$ cat config.mk
export PLATFORM = sky130hd
export DESIGN_NAME = mlfq_thread_scheduler
export DESIGN_NICKNAME = d
export VERILOG_FILES = /design/src/rtl/core/mlfq_pkg.sv /design/src/rtl/core/mlfq_ram.sv /design/src/rtl/core/mlfq_thread_scheduler.sv
export SDC_FILE = /design/constraint.sdc
export NUM_CORES = 2
export LEC_CHECK = 0
export BUFFER_PORTS_ARGS = -buffer_cell sky130_fd_sc_hd__buf_4
export CAP_MARGIN = 20
export CORE_UTILIZATION = 45
export DETAILED_ROUTE_END_ITERATION = 8
export GPL_ROUTABILITY_DRIVEN = 1
export PLACE_DENSITY = 0.67
export SYNTH_ARGS = -nofsm -noshare
export SYNTH_HDL_FRONTEND = slang
export SYNTH_SLANG_ARGS = --single-unit
$ cat constraint.sdc
create_clock -name clk -period 10.85 [get_ports clk]
set_clock_uncertainty 0.05 [all_clocks]
set_input_delay 2.17 -clock clk [delete_from_list [all_inputs] [get_ports clk]]
set_output_delay 2.17 -clock clk [all_outputs]
set_load 0.05 [all_outputs]
$ cat src/rtl/core/mlfq_pkg.sv
// Shared types and constants of the MLFQ thread scheduler.
// No dependencies.
package mlfq_pkg;

  localparam int LEVELS     = 4;
  localparam int THREADS    = 32;
  localparam int LVL_W      = $clog2(LEVELS);
  localparam int TID_W      = $clog2(THREADS);
  localparam int CNT_W      = TID_W + 1;
  localparam int SLOT_DEPTH = LEVELS * THREADS;
  localparam int SLOT_AW    = $clog2(SLOT_DEPTH);
  localparam int PROD_W     = 8 + $clog2(LEVELS + 1);
  localparam int SLICE_MAX  = 1023;

  localparam logic [7:0]  BASE_QUANTUM_RST = 8'd25;
  localparam logic [15:0] MAINT_PERIOD_RST = 16'd1000;
  localparam logic [15:0] STARVE_LIMIT_RST = 16'd200;

  localparam logic [1:0] REQ_ADMIT = 2'd0;
  localparam logic [1:0] REQ_SCHED = 2'd1;
  localparam logic [1:0] REQ_WAKE  = 2'd2;

  localparam logic [1:0] RUN_READY = 2'd0;

  localparam logic [1:0] ST_OK      = 2'd0;
  localparam logic [1:0] ST_EMPTY   = 2'd1;
  localparam logic [1:0] ST_INVALID = 2'd2;

  localparam logic [1:0] CFG_BASE_QUANTUM = 2'd0;
  localparam logic [1:0] CFG_MAINT_PERIOD = 2'd1;
  localparam logic [1:0] CFG_STARVE_LIMIT = 2'd2;

  typedef struct packed {
    logic [1:0]  req_type;
    logic [4:0]  thread_id;
    logic [1:0]  run_state;
    logic [15:0] run_ms;
    logic [31:0] now_ms;
  } req_t;

  typedef struct packed {
    logic [4:0] next_thread;
    logic       next_valid;
    logic [9:0] time_slice;
    logic [1:0] status;
  } rsp_t;

  typedef struct packed {
    logic [LVL_W-1:0] level;
    logic [15:0]      used;
    logic [31:0]      last;
  } thr_t;

  localparam int THR_W = $bits(thr_t);

endpackage

$ cat src/rtl/core/mlfq_ram.sv
// Generic single-write, single-read synchronous RAM with registered read data.
// No dependencies.
module mlfq_ram #(
  parameter int WIDTH = 8,
  parameter int DEPTH = 32
) (
  input  logic                     clk,
  input  logic                     we,
  input  logic [$clog2(DEPTH)-1:0] waddr,
  input  logic [WIDTH-1:0]         wdata,
  input  logic [$clog2(DEPTH)-1:0] raddr,
  output logic [WIDTH-1:0]         rdata
);

  logic [WIDTH-1:0] mem [DEPTH];

  always_ff @(posedge clk) begin
    if (we) begin
      mem[waddr] <= wdata;
    end
    rdata <= mem[raddr];
  end

endmodule

$ cat src/rtl/core/mlfq_thread_scheduler.sv
// Top level of the MLFQ thread scheduler: request sequencer, queue pointers
// and the two state memories. Depends on mlfq_pkg and mlfq_ram.
//
// One request is handled at a time. An admit or wake passes through S_LOOK
// to S_OUT. A schedule request passes through S_LOOK, S_CHARGE, S_REQUEUE,
// S_SEL, S_POP and S_OUT, skipping S_POP when every queue is empty, with an
// aging pass after S_CHARGE when it runs; the aging pass visits every thread
// in the lowest queue, reading slot memory and thread table for each.
// A finished result waits in an output register while the next request
// is accepted. Thread state lives in a 32-entry thread table with per-entry
// valid bits; queue contents live in a 128-entry slot memory.
module mlfq_thread_scheduler (
  input  logic               clk,
  input  logic               rst,
  input  logic               in_valid,
  output logic               in_ready,
  input  mlfq_pkg::req_t     in_data,
  output logic               out_valid,
  input  logic               out_ready,
  output mlfq_pkg::rsp_t     out_data,
  input  logic               cfg_we,
  input  logic [1:0]         cfg_addr,
  input  logic [15:0]        cfg_data
);

  localparam logic [mlfq_pkg::LVL_W-1:0] LOW = mlfq_pkg::LVL_W'(mlfq_pkg::LEVELS - 1);

  typedef enum logic [3:0] {
    S_IDLE, S_LOOK, S_CHARGE, S_AGE_POP, S_AGE_SLOT, S_AGE_CHK,
    S_REQUEUE, S_SEL, S_POP, S_OUT
  } state_t;

  state_t state;
  mlfq_pkg::req_t req;
  mlfq_pkg::rsp_t result;
  mlfq_pkg::thr_t ent;
  logic [7:0]  base_quantum;
  logic [15:0] maint_period;
  logic [15:0] starve_limit;
  logic [mlfq_pkg::TID_W-1:0] q_head  [mlfq_pkg::LEVELS];
  logic [mlfq_pkg::CNT_W-1:0] q_count [mlfq_pkg::LEVELS];
  logic [mlfq_pkg::THREADS-1:0] queued;
  logic [mlfq_pkg::THREADS-1:0] tvalid;
  logic [mlfq_pkg::TID_W-1:0] running;
  logic running_valid;
  logic [15:0] since;
  logic [15:0] used_new;
  logic [mlfq_pkg::PROD_W-1:0] qprod;
  logic [mlfq_pkg::CNT_W-1:0] age_n;
  logic [mlfq_pkg::CNT_W-1:0] age_k;
  logic [mlfq_pkg::TID_W-1:0] age_tid;
  logic rd_tv;

  logic t_we;
  logic [mlfq_pkg::TID_W-1:0] t_waddr;
  logic [mlfq_pkg::TID_W-1:0] t_raddr;
  mlfq_pkg::thr_t t_wdata;
  logic [mlfq_pkg::THR_W-1:0] t_rdata;
  mlfq_pkg::thr_t t_ent;

  logic push_en;
  logic [mlfq_pkg::LVL_W-1:0] push_q;
  logic [mlfq_pkg::TID_W-1:0] push_tid;
  logic pop_en;
  logic [mlfq_pkg::LVL_W-1:0] pop_q;
  logic [mlfq_pkg::CNT_W-1:0] tail_sum;
  logic [mlfq_pkg::TID_W-1:0] tail;
  logic [mlfq_pkg::SLOT_AW-1:0] s_waddr;
  logic [mlfq_pkg::SLOT_AW-1:0] s_raddr;
  logic [mlfq_pkg::TID_W-1:0] s_rdata;

  logic req_ok;
  logic demote;
  logic [mlfq_pkg::LVL_W-1:0] level_new;
  logic [16:0] msum;
  logic [16:0] used_sum;
  logic [mlfq_pkg::LVL_W:0] lvl_inc;
  logic [mlfq_pkg::LVL_W:0] sel_inc;
  logic starve;
  logic found;
  logic [mlfq_pkg::LVL_W-1:0] sel_q;

  mlfq_ram #(.WIDTH(mlfq_pkg::THR_W), .DEPTH(mlfq_pkg::THREADS)) u_thr_ram (
    .clk(clk), .we(t_we), .waddr(t_waddr), .wdata(t_wdata),
    .raddr(t_raddr), .rdata(t_rdata)
  );

  mlfq_ram #(.WIDTH(mlfq_pkg::TID_W), .DEPTH(mlfq_pkg::SLOT_DEPTH)) u_slot_ram (
    .clk(clk), .we(push_en), .waddr(s_waddr), .wdata(push_tid),
    .raddr(s_raddr), .rdata(s_rdata)
  );

  assign in_ready = (state == S_IDLE);
  assign t_ent    = rd_tv ? mlfq_pkg::thr_t'(t_rdata) : '0;
  assign req_ok   = (int'(req.thread_id) < mlfq_pkg::THREADS) &&
                    !queued[req.thread_id[mlfq_pkg::TID_W-1:0]] &&
                    !(running_valid && (running == req.thread_id[mlfq_pkg::TID_W-1:0]));
  assign used_sum = {1'b0, t_ent.used} + {1'b0, req.run_ms};
  assign lvl_inc  = {1'b0, t_ent.level} + (mlfq_pkg::LVL_W + 1)'(1);
  assign demote   = (req.run_state == mlfq_pkg::RUN_READY) &&
                    ({{(16 - mlfq_pkg::PROD_W){1'b0}}, qprod} <= used_new) &&
                    (ent.level != LOW);
  assign level_new = demote ? ent.level + mlfq_pkg::LVL_W'(1) : ent.level;
  assign msum     = {1'b0, since} + 17'(qprod);
  assign starve   = (req.now_ms - t_ent.last) >= {16'b0, starve_limit};
  assign tail_sum = mlfq_pkg::CNT_W'(q_head[push_q]) + q_count[push_q];
  assign tail     = (int'(tail_sum) >= mlfq_pkg::THREADS) ?
                    mlfq_pkg::TID_W'(tail_sum - mlfq_pkg::CNT_W'(mlfq_pkg::THREADS)) :
                    mlfq_pkg::TID_W'(tail_sum);
  assign s_waddr  = mlfq_pkg::SLOT_AW'(push_q) * mlfq_pkg::SLOT_AW'(mlfq_pkg::THREADS) +
                    mlfq_pkg::SLOT_AW'(tail);
  assign s_raddr  = mlfq_pkg::SLOT_AW'(pop_q) * mlfq_pkg::SLOT_AW'(mlfq_pkg::THREADS) +
                    mlfq_pkg::SLOT_AW'(q_head[pop_q]);

  always_comb begin
    found = 1'b0;
    sel_q = '0;
    for (int q = mlfq_pkg::LEVELS - 1; q >= 0; q--) begin
      if (q_count[q] != '0) begin
        found = 1'b1;
        sel_q = mlfq_pkg::LVL_W'(q);
      end
    end
  end
  assign sel_inc = {1'b0, sel_q} + (mlfq_pkg::LVL_W + 1)'(1);

  always_comb begin
    t_we     = 1'b0;
    t_waddr  = running;
    t_wdata  = '0;
    t_raddr  = running;
    push_en  = 1'b0;
    push_q   = '0;
    push_tid = '0;
    pop_en   = 1'b0;
    pop_q    = LOW;
    case (state)
      S_IDLE: begin
        if (in_data.req_type != mlfq_pkg::REQ_SCHED) begin
          t_raddr = in_data.thread_id[mlfq_pkg::TID_W-1:0];
        end
      end
      S_LOOK: begin
        if (req_ok && req.req_type == mlfq_pkg::REQ_ADMIT) begin
          t_we     = 1'b1;
          t_waddr  = req.thread_id[mlfq_pkg::TID_W-1:0];
          t_wdata  = '{level: '0, used: '0, last: req.now_ms};
          push_en  = 1'b1;
          push_tid = req.thread_id[mlfq_pkg::TID_W-1:0];
        end else if (req_ok && req.req_type == mlfq_pkg::REQ_WAKE) begin
          push_en  = 1'b1;
          push_q   = t_ent.level;
          push_tid = req.thread_id[mlfq_pkg::TID_W-1:0];
        end
      end
      S_CHARGE: begin
        if (running_valid) begin
          t_we    = 1'b1;
          t_wdata = '{level: level_new, used: demote ? 16'd0 : used_new, last: req.now_ms};
        end
      end
      S_AGE_POP: begin
        pop_en = (age_k != age_n);
      end
      S_AGE_SLOT: begin
        t_raddr = s_rdata;
      end
      S_AGE_CHK: begin
        push_en  = 1'b1;
        push_tid = age_tid;
        push_q   = starve ? '0 : LOW;
        if (starve) begin
          t_we    = 1'b1;
          t_waddr = age_tid;
          t_wdata = '{level: '0, used: t_ent.used, last: t_ent.last};
        end
      end
      S_REQUEUE: begin
        if (running_valid && req.run_state == mlfq_pkg::RUN_READY) begin
          push_en  = 1'b1;
          push_q   = ent.level;
          push_tid = running;
        end
      end
      S_SEL: begin
        pop_en = found;
        pop_q  = sel_q;
      end
      default: begin
      end
    endcase
  end

  always_ff @(posedge clk) begin
    if (rst) begin
      state         <= S_IDLE;
      base_quantum  <= mlfq_pkg::BASE_QUANTUM_RST;
      maint_period  <= mlfq_pkg::MAINT_PERIOD_RST;
      starve_limit  <= mlfq_pkg::STARVE_LIMIT_RST;
      q_head        <= '{default: '0};
      q_count       <= '{default: '0};
      queued        <= '0;
      tvalid        <= '0;
      running       <= '0;
      running_valid <= 1'b1;
      since         <= '0;
      out_valid     <= 1'b0;
      rd_tv         <= 1'b0;
    end else begin
      if (cfg_we) begin
        case (cfg_addr)
          mlfq_pkg::CFG_BASE_QUANTUM: base_quantum <= cfg_data[7:0];
          mlfq_pkg::CFG_MAINT_PERIOD: maint_period <= cfg_data;
          mlfq_pkg::CFG_STARVE_LIMIT: starve_limit <= cfg_data;
          default: begin
          end
        endcase
      end
      if (t_we) begin
        tvalid[t_waddr] <= 1'b1;
      end
      rd_tv <= tvalid[t_raddr];
      if (push_en) begin
        queued[push_tid] <= 1'b1;
        q_count[push_q]  <= q_count[push_q] + mlfq_pkg::CNT_W'(1);
      end
      if (pop_en) begin
        q_head[pop_q]  <= (int'(q_head[pop_q]) == mlfq_pkg::THREADS - 1) ? '0 :
                          q_head[pop_q] + mlfq_pkg::TID_W'(1);
        q_count[pop_q] <= q_count[pop_q] - mlfq_pkg::CNT_W'(1);
      end
      if (out_valid && out_ready && state != S_OUT) begin
        out_valid <= 1'b0;
      end
      case (state)
        S_IDLE: begin
          if (in_valid) begin
            req   <= in_data;
            state <= S_LOOK;
          end
        end
        S_LOOK: begin
          if (req.req_type == mlfq_pkg::REQ_SCHED) begin
            result   <= '0;
            ent      <= t_ent;
            used_new <= used_sum[16] ? 16'hFFFF : used_sum[15:0];
            qprod    <= mlfq_pkg::PROD_W'(base_quantum) * mlfq_pkg::PROD_W'(lvl_inc);
            state    <= S_CHARGE;
          end else begin
            if (req_ok && (req.req_type == mlfq_pkg::REQ_ADMIT ||
                           req.req_type == mlfq_pkg::REQ_WAKE)) begin
              result <= '0;
            end else begin
              result <= '{next_thread: '0, next_valid: 1'b0, time_slice: '0,
                          status: mlfq_pkg::ST_INVALID};
            end
            state <= S_OUT;
          end
        end
        S_CHARGE: begin
          ent.level <= level_new;
          if (msum >= {1'b0, maint_period}) begin
            since <= '0;
            age_n <= q_count[LOW];
            age_k <= '0;
            state <= S_AGE_POP;
          end else begin
            since <= msum[15:0];
            state <= S_REQUEUE;
          end
        end
        S_AGE_POP: begin
          state <= (age_k == age_n) ? S_REQUEUE : S_AGE_SLOT;
        end
        S_AGE_SLOT: begin
          age_tid <= s_rdata;
          state   <= S_AGE_CHK;
        end
        S_AGE_CHK: begin
          age_k <= age_k + mlfq_pkg::CNT_W'(1);
          state <= S_AGE_POP;
        end
        S_REQUEUE: begin
          state <= S_SEL;
        end
        S_SEL: begin
          if (!found) begin
            running_valid <= 1'b0;
            result.status <= mlfq_pkg::ST_EMPTY;
            state         <= S_OUT;
          end else begin
            qprod <= mlfq_pkg::PROD_W'(base_quantum) * mlfq_pkg::PROD_W'(sel_inc);
            state <= S_POP;
          end
        end
        S_POP: begin
          running            <= s_rdata;
          running_valid      <= 1'b1;
          queued[s_rdata]    <= 1'b0;
          result.next_thread <= 5'(s_rdata);
          result.next_valid  <= 1'b1;
          result.time_slice  <= (int'(qprod) > mlfq_pkg::SLICE_MAX) ? 10'h3FF : qprod[9:0];
          result.status      <= mlfq_pkg::ST_OK;
          state              <= S_OUT;
        end
        S_OUT: begin
          if (!out_valid || out_ready) begin
            out_valid <= 1'b1;
            out_data  <= result;
            state     <= S_IDLE;
          end
        end
        default: begin
          state <= S_IDLE;
        end
      endcase
    end
  end

endmodule

## After elaboration in Yosys (flattened, before gate mapping)

Memory sizes are Yosys's and may differ from the RTL's. A register that Yosys moved wholly into a read port is not among the register bits.
Index checks and enable logic that the tools add are counted.

- Flip-flop bits (word level): 363
- Bits in latches: 0
- Bits in writable memories: 2,240
- Bits in read-only memories: 0
- Input port bits: 80
- Output and inout bits: 20
- Logic and storage cells: 265
- Memories kept: 2

- Add/subtract/negate cells: 14
- Multipliers: 2
- Divide/modulo/power cells: 0
- $lt $le $gt $ge: 17
- Equality and inequality tests: 26
- Shift-type cells: 0
- Muxes and demuxes: 108
- Bitwise operators: 7
- Reduce and logical (&&, ||, !) cells: 49

Memories:

| name | words | width | read ports | clocked after memory_dff | write ports | line | source |
|---|---|---|---|---|---|---|---|
| u_thr_ram.mem | 32 | 50 | 1 | 1 | 1 | mlfq_ram.sv:15 | `logic [WIDTH-1:0] mem [DEPTH];` |
| u_slot_ram.mem | 128 | 5 | 1 | 1 | 1 | mlfq_ram.sv:15 |  |

Operator list:

| cell | count |
|---|---|
| $mux W50 | 3 |
| $pmux W50 S3 | 1 |
| $mux W32 | 4 |
| $mux W24 | 3 |
| $mux W5 | 13 |
| $or A32 B32 Y32 | 2 |
| $bwmux W24 | 2 |
| $mux W48 | 1 |
| $mux W6 | 7 |
| $pmux W4 S10 | 1 |
| $and A32 B32 Y32 | 1 |
| $ge A32 B16 Y1 | 1 |
| $mux W16 | 2 |
| $not A32 Y32 | 1 |
| $pmux W16 S2 | 1 |
| $sub A32 B32 Y32 | 1 |
| $lt A5 B6 Y1 const B | 5 |
| $mux W2 | 14 |
| $bmux W6 S2 | 2 |
| $demux W6 S2 | 2 |
| $mux W1 | 24 |
| $reduce_bool A6 Y1 | 4 |
| $mul A8 B3 Y11 | 2 |
| $mux W11 | 2 |
| other kinds (58) | 124 |

## Depth between registers and ports, before layout

- Depth after elaboration: 18
- Gate-level depth with buffers: 33
- Depth with buffers taken out: 28

## By module

A second synthesis with hierarchy kept.

- Cells, all modules: 6,793
- Area total of the unflattened synthesis: 107,914.7 sq um

Modules (own cells, without submodules):

| module | times used | cells an instance | area an instance (sq um) | seq. area each (sq um) |
|---|---|---|---|---|
| mlfq_ram (u_thr_ram) | 1 | 3,504 | 63,198.1 | 49,047.0 |
| mlfq_ram (u_slot_ram) | 1 | 1,090 | 25,060.3 | 19,318.5 |
| mlfq_thread_scheduler | 1 | 2,199 | 19,656.4 | 7,697.4 |

## Worst setup path before layout

OpenSTA, ideal clock, no wires.

- Kind: reg2reg
- Start: reg rd_tv
- End: mem u_thr_ram.mem[4][0] (netlist bit), enable pin
- Library setup time: 603 ps
- Data arrival time: 10,471 ps
- Required time: 10,197 ps
- Setup slack: -274 ps
- Stages on the path, launching flop included: 26
- Buffers on the path: 4
- Period minus slack after synthesis: 11,124 ps
- Cells stage by stage: dfxtp_1 -> clkbuf_1 -> clkbuf_1 -> clkbuf_1 -> nand2_1 -> ha_1 -> a21oi_1 -> nand2_1 -> o21ai_1 -> o21ai_0 -> a21oi_1 -> xnor2_1 -> ha_1 -> nand4_1 -> nor2_1 -> a32oi_1 -> o21ai_1 -> nor4_1 -> nand3_1 -> a2111o_1 -> or3_1 -> clkbuf_1 -> a21oi_2 -> a21o_1 -> nand2b_1 -> nor4b_1

- Longest elaborated chain between the ends: 7
- Elaborated cells on any way between the ends: 9
- Classes of those cells: 1 x add/sub; 1 x order compare; 7 x mux

Ends and longest elaborated chain:

| what | line | source |
|---|---|---|
| start: declaration | mlfq_thread_scheduler.sv:52 | `logic rd_tv;` |
| start signal: assignment | mlfq_thread_scheduler.sv:222 | `rd_tv <= tvalid[t_raddr];` |
| $mux W50 * | mlfq_thread_scheduler.sv:94 | `assign t_ent = rd_tv ? mlfq_pkg::thr_t'(t_rdata) : '0;` |
| $sub A32 B32 Y32 * | mlfq_thread_scheduler.sv:105 | `assign starve = (req.now_ms - t_ent.last) >= {16'b0, starve_limit};` |
| $ge A32 B16 Y1 * | mlfq_thread_scheduler.sv:105 |  |
| $mux W1 | mlfq_thread_scheduler.sv:172 | `if (starve) begin` |
| $pmux W1 S3 | mlfq_thread_scheduler.sv:137 | `case (state)` |
| $mux W1 | mlfq_ram.sv:18 | `if (we) begin` |
| $mux W1 (implied by the code) | mlfq_ram.sv:19 | `mem[waddr] <= wdata;` |
| end: declaration | mlfq_ram.sv:15 |  |

Every way passes the cells marked *; elsewhere a longest branch is shown, timed or not.

## Worst setup path after layout

- Start: reg rd_tv
- End: mem u_slot_ram.mem[65][0] (netlist bit), enable pin

- Longest elaborated chain between the ends: 13
- Elaborated cells on any way between the ends: 19
- Classes of those cells: 4 x add/sub; 2 x order compare; 12 x mux; 1 x bitwise

Ends and longest elaborated chain:

| what | line | source |
|---|---|---|
| $mux W50 * | mlfq_thread_scheduler.sv:94 |  |
| $sub A32 B32 Y32 | mlfq_thread_scheduler.sv:105 |  |
| $ge A32 B16 Y1 | mlfq_thread_scheduler.sv:105 |  |
| $mux W2 | mlfq_thread_scheduler.sv:171 | `push_q = starve ? '0 : LOW;` |
| $pmux W2 S3 * | mlfq_thread_scheduler.sv:137 |  |
| $not A2 Y3 (implied by the code) | mlfq_thread_scheduler.sv:106 | `assign tail_sum = mlfq_pkg::CNT_W'(q_head[push_q]) + q_count[push_q];` |
| $bmux W5 S2 / $bmux W6 S2 (equally long branches) | mlfq_thread_scheduler.sv:106 |  |
| $mux W5 (implied by the code) / $mux W6 (equally long branches) (2 in a row) | mlfq_thread_scheduler.sv:106 |  |
| $add A5 B6 Y6 | mlfq_thread_scheduler.sv:106 |  |
| $sub A5 B1 Y5 / $ge A6 B6 Y1 (equally long branches) | mlfq_thread_scheduler.sv:108, mlfq_thread_scheduler.sv:107 |  |
| $mux W5 | mlfq_thread_scheduler.sv:107 | `assign tail = (int'(tail_sum) >= mlfq_pkg::THREADS) ?` |
| $add A7 B5 Y7 * | mlfq_thread_scheduler.sv:110 | `assign s_waddr = mlfq_pkg::SLOT_AW'(push_q) * mlfq_pkg::SLOT_AW'(mlfq_pkg::THREADS) +` |
| end: declaration | mlfq_ram.sv:15 |  |

Every way passes the cells marked *; elsewhere a longest branch is shown, timed or not. The select of a mux whose other input is x is not followed.

==> impl_metrics.env <==
export IMPL_start_util_pct=45.31
export IMPL_synth_flop_cell="edfxtp_1"
export IMPL_clock_latency_ns=0.97
export IMPL_slowest_stage="nor3_1"
export IMPL_final_common_cell="edfxtp_1"
export IMPL_dieArea_sq_um=247100
export IMPL_clock_fmax_mhz=111.3
export IMPL_synth_area_leaders="edfxtp_1 (65%), nand2_1 (5.9%), dfxtp_1 (4.2%)"
export IMPL_num_rows=181
export IMPL_grt_ovfl_total=0
export IMPL_critPathLaunch="rd_tv"
export IMPL_hold_violations=0
export IMPL_status="completed"
export IMPL_power_leakage_nw=42.15
export IMPL_yosysWarningCount=0
export IMPL_drc=0
export IMPL_cts_clk_slew_worst_paths_ns=0.06
export IMPL_irDropWorstVdd_uv=192.3
export IMPL_netlist_area_leader_share_pct=64.77
export IMPL_min_delay_start="result[3]"
export IMPL_drt_iter0_markers=9492
export IMPL_stdcell_count=12060
export IMPL_port_buffers=99
export IMPL_post_cts_buffers=0
export IMPL_r2r_start="rd_tv"
export IMPL_setup_worst_path_end_class="flip-flop"
export IMPL_critical_path_max_fanout=42
export IMPL_rsz0062_at_grt="no"
export IMPL_core_sq_um=243500
export IMPL_synth_area_leader_cell="edfxtp_1"
export IMPL_worstPathRequired_ns=11.32
export IMPL_h_tree_depth=5
export IMPL_start_kind="flip-flop"
export IMPL_grt_use_total_pct=24.29
export IMPL_finalMaxSlewViolations=0
export IMPL_ios=100
export IMPL_final_cell_mix="edfxtp_1 (2379), nand2_1 (1721), a211oi_1 (615)"
export IMPL_cts_hold_buf=0
export IMPL_async_flop_share_pct=0
export IMPL_cp_arrival_ns=9.45
export IMPL_place_inst=11560
export IMPL_fin_nets=8882
export IMPL_antenna_found_initial=26
export IMPL_routabilityCongestion=0.9028
export IMPL_worstSetupPathType="flip-flop to flip-flop"
export IMPL_chipHeight_um=497.1
export IMPL_finalSetupViolations=0
export IMPL_syn_area_per_cell_sq_um=12.66
export IMPL_max_cap_viol_count=0
export IMPL_wl_um=308500
export IMPL_synth_edf_count=2379
export IMPL_p_per_area_nw_per_um2=207.6
export IMPL_grt_pass1_vias=70240
export IMPL_syn_area_sq_um=110300
export IMPL_clock_tree_buffer_depth=4
export IMPL_tightest_slew_ns=1.291
export IMPL_ctsResizeCount=0
export IMPL_area_growth_pct=12.01
export IMPL_fp_dieW_um=497.1
export IMPL_vias=73830
export IMPL_routedWlPerCell_um=25.58
export IMPL_slowest_delay_ns=0.75
export IMPL_cts_buffers=285
export IMPL_grt_pass1_wl_um=455600
export IMPL_synth_cells=8713
export IMPL_clock_sinks=2610
export IMPL_grt_max_degree=191
export IMPL_drive_gt1_share_pct=8.522
export IMPL_finalCritPeriodShare_pct=82.79
export IMPL_cts_tree="done"
export IMPL_cts_root_buffer="clkbuf_16"
export IMPL_detail_route_antenna_nets=0
export IMPL_ys_seq_area_share_pct=68.96
export IMPL_relSlewSlack_pct=13.43
export IMPL_dp_hpwl_um=185200
export IMPL_fin_tns_setup_ns=0
export IMPL_via_per_inst=6.123
export IMPL_hold_path_class="flip-flop to flip-flop"
export IMPL_ys_seq_elements=2610
export IMPL_first_pass_iters=8
export IMPL_synth_cell_types=81
export IMPL_min_period_ns=8.982
export IMPL_synth_nets=8946
## cells by family (layout without fill, tap and decap cells)
kind of cell / after synthesis / after routing / synth area share [%]
compound gates: 2008 / 2008 / 12.81
mux: 75 / 75 / 0.7158
xor+xnor: 89 / 89 / 0.7203
other cells: 0 / 8 / 0
flops: 2610 / 2610 / 68.96
buf+inv: 750 / 885 / 2.581
simple gates: 3028 / 3028 / 12.35
fa+ha+maj: 153 / 153 / 1.858
## state kept, by name (all words and copies together) (netlist names), 11 cells and up
register / cells
q_count: 24
u_thr_ram.rdata: 50
starve_limit: 16
result: 18
out_data: 18
req: 57
queued: 32
u_slot_ram.mem: 640
used_new: 16
q_head: 20
u_thr_ram.mem: 1600
qprod: 11
tvalid: 32
maint_period: 16
since: 16
## stage by stage
stage	power, mW	util [%]	cell area, sq um	setup WS [ns]	hold WS (ns)
floorplan	14.74	-	110300	2.267	0.3503
global placement	16.49	47.07	114600	2.088	0.3554
detailed placement	16.54	47.08	114600	2.000	0.3545
CTS	25.63	50.66	123300	1.973	0.3691
global route	26.51	50.75	123500	1.320	0.3742
finish	25.65	50.75	123600	1.868	0.3675
## cell usage after synthesis (34+ instances only)
cell type and n:
mux2i_1 71, buf_1 47, nand3_1 196, a311oi_1 301
edfxtp_1 2379, a32o_1 35, a211oi_1 615, nor3_1 151
a31oi_1 241, and3_1 95, clkbuf_1 547, a21oi_1 395
dfxtp_1 231, xnor2_1 53, a21o_1 66, xor2_1 34
o21a_1 60, o21ai_0 99, nor2_1 255, ha_1 135
and2_1 447, inv_1 129, nand2_1 1723
## final cells by class
| type | instances | area, sq um |
|---|---|---|
| sequential | 2610 | 76070 |
| clock inverter | 128 | 1109 |
| antenna | 8 | 20.02 |
| clock buffer | 358 | 7602 |
| inverter | 131 | 501.7 |
| timing repair buffer | 268 | 2380 |
| multi-input combinational | 5353 | 31860 |
| tap | 3202 | 4006 |
| fill | 20300 | 119900 |
## metal layers
metal  GRT usage (%)  share of wire [%]  vias up
li1                -                  -    32650
met1           34.75                 42    36860
met2           36.70                 45     3769
met3           5.194                 10      543
met4           8.178                3.1        8
met5               0              0.017        -
## worst max-delay path, delay by kind of cell, from the launching register on
family	cells	cell delay, ns
xor+xnor	3	0.69
simple gates	11	3.21
fa+ha+maj	3	0.94
buf+inv	1	0.30
compound gates	10	2.77
flops	1	0.61
## path summary, 6_finish.rpt
path              slack [ns]  cells after the start                     to
setup / recovery        1.87                     28  u_slot_ram.mem[65][0]
hold / removal          0.37                      0            out_data[3]
setup reg to reg        1.87                     28  u_slot_ram.mem[65][0]
hold reg to reg         0.37                      0            out_data[3]
## where the power goes
| part | total, mW | internal [mW] | switching, mW |
|---|---|---|---|
| Clock | 9.19 | 5.35 | 3.84 |
| Sequential | 11.4 | 11.3 | 0.145 |
| Combinational | 5.05 | 1.50 | 3.55 |
Note: power is estimated with default switching activity, not from simulation.
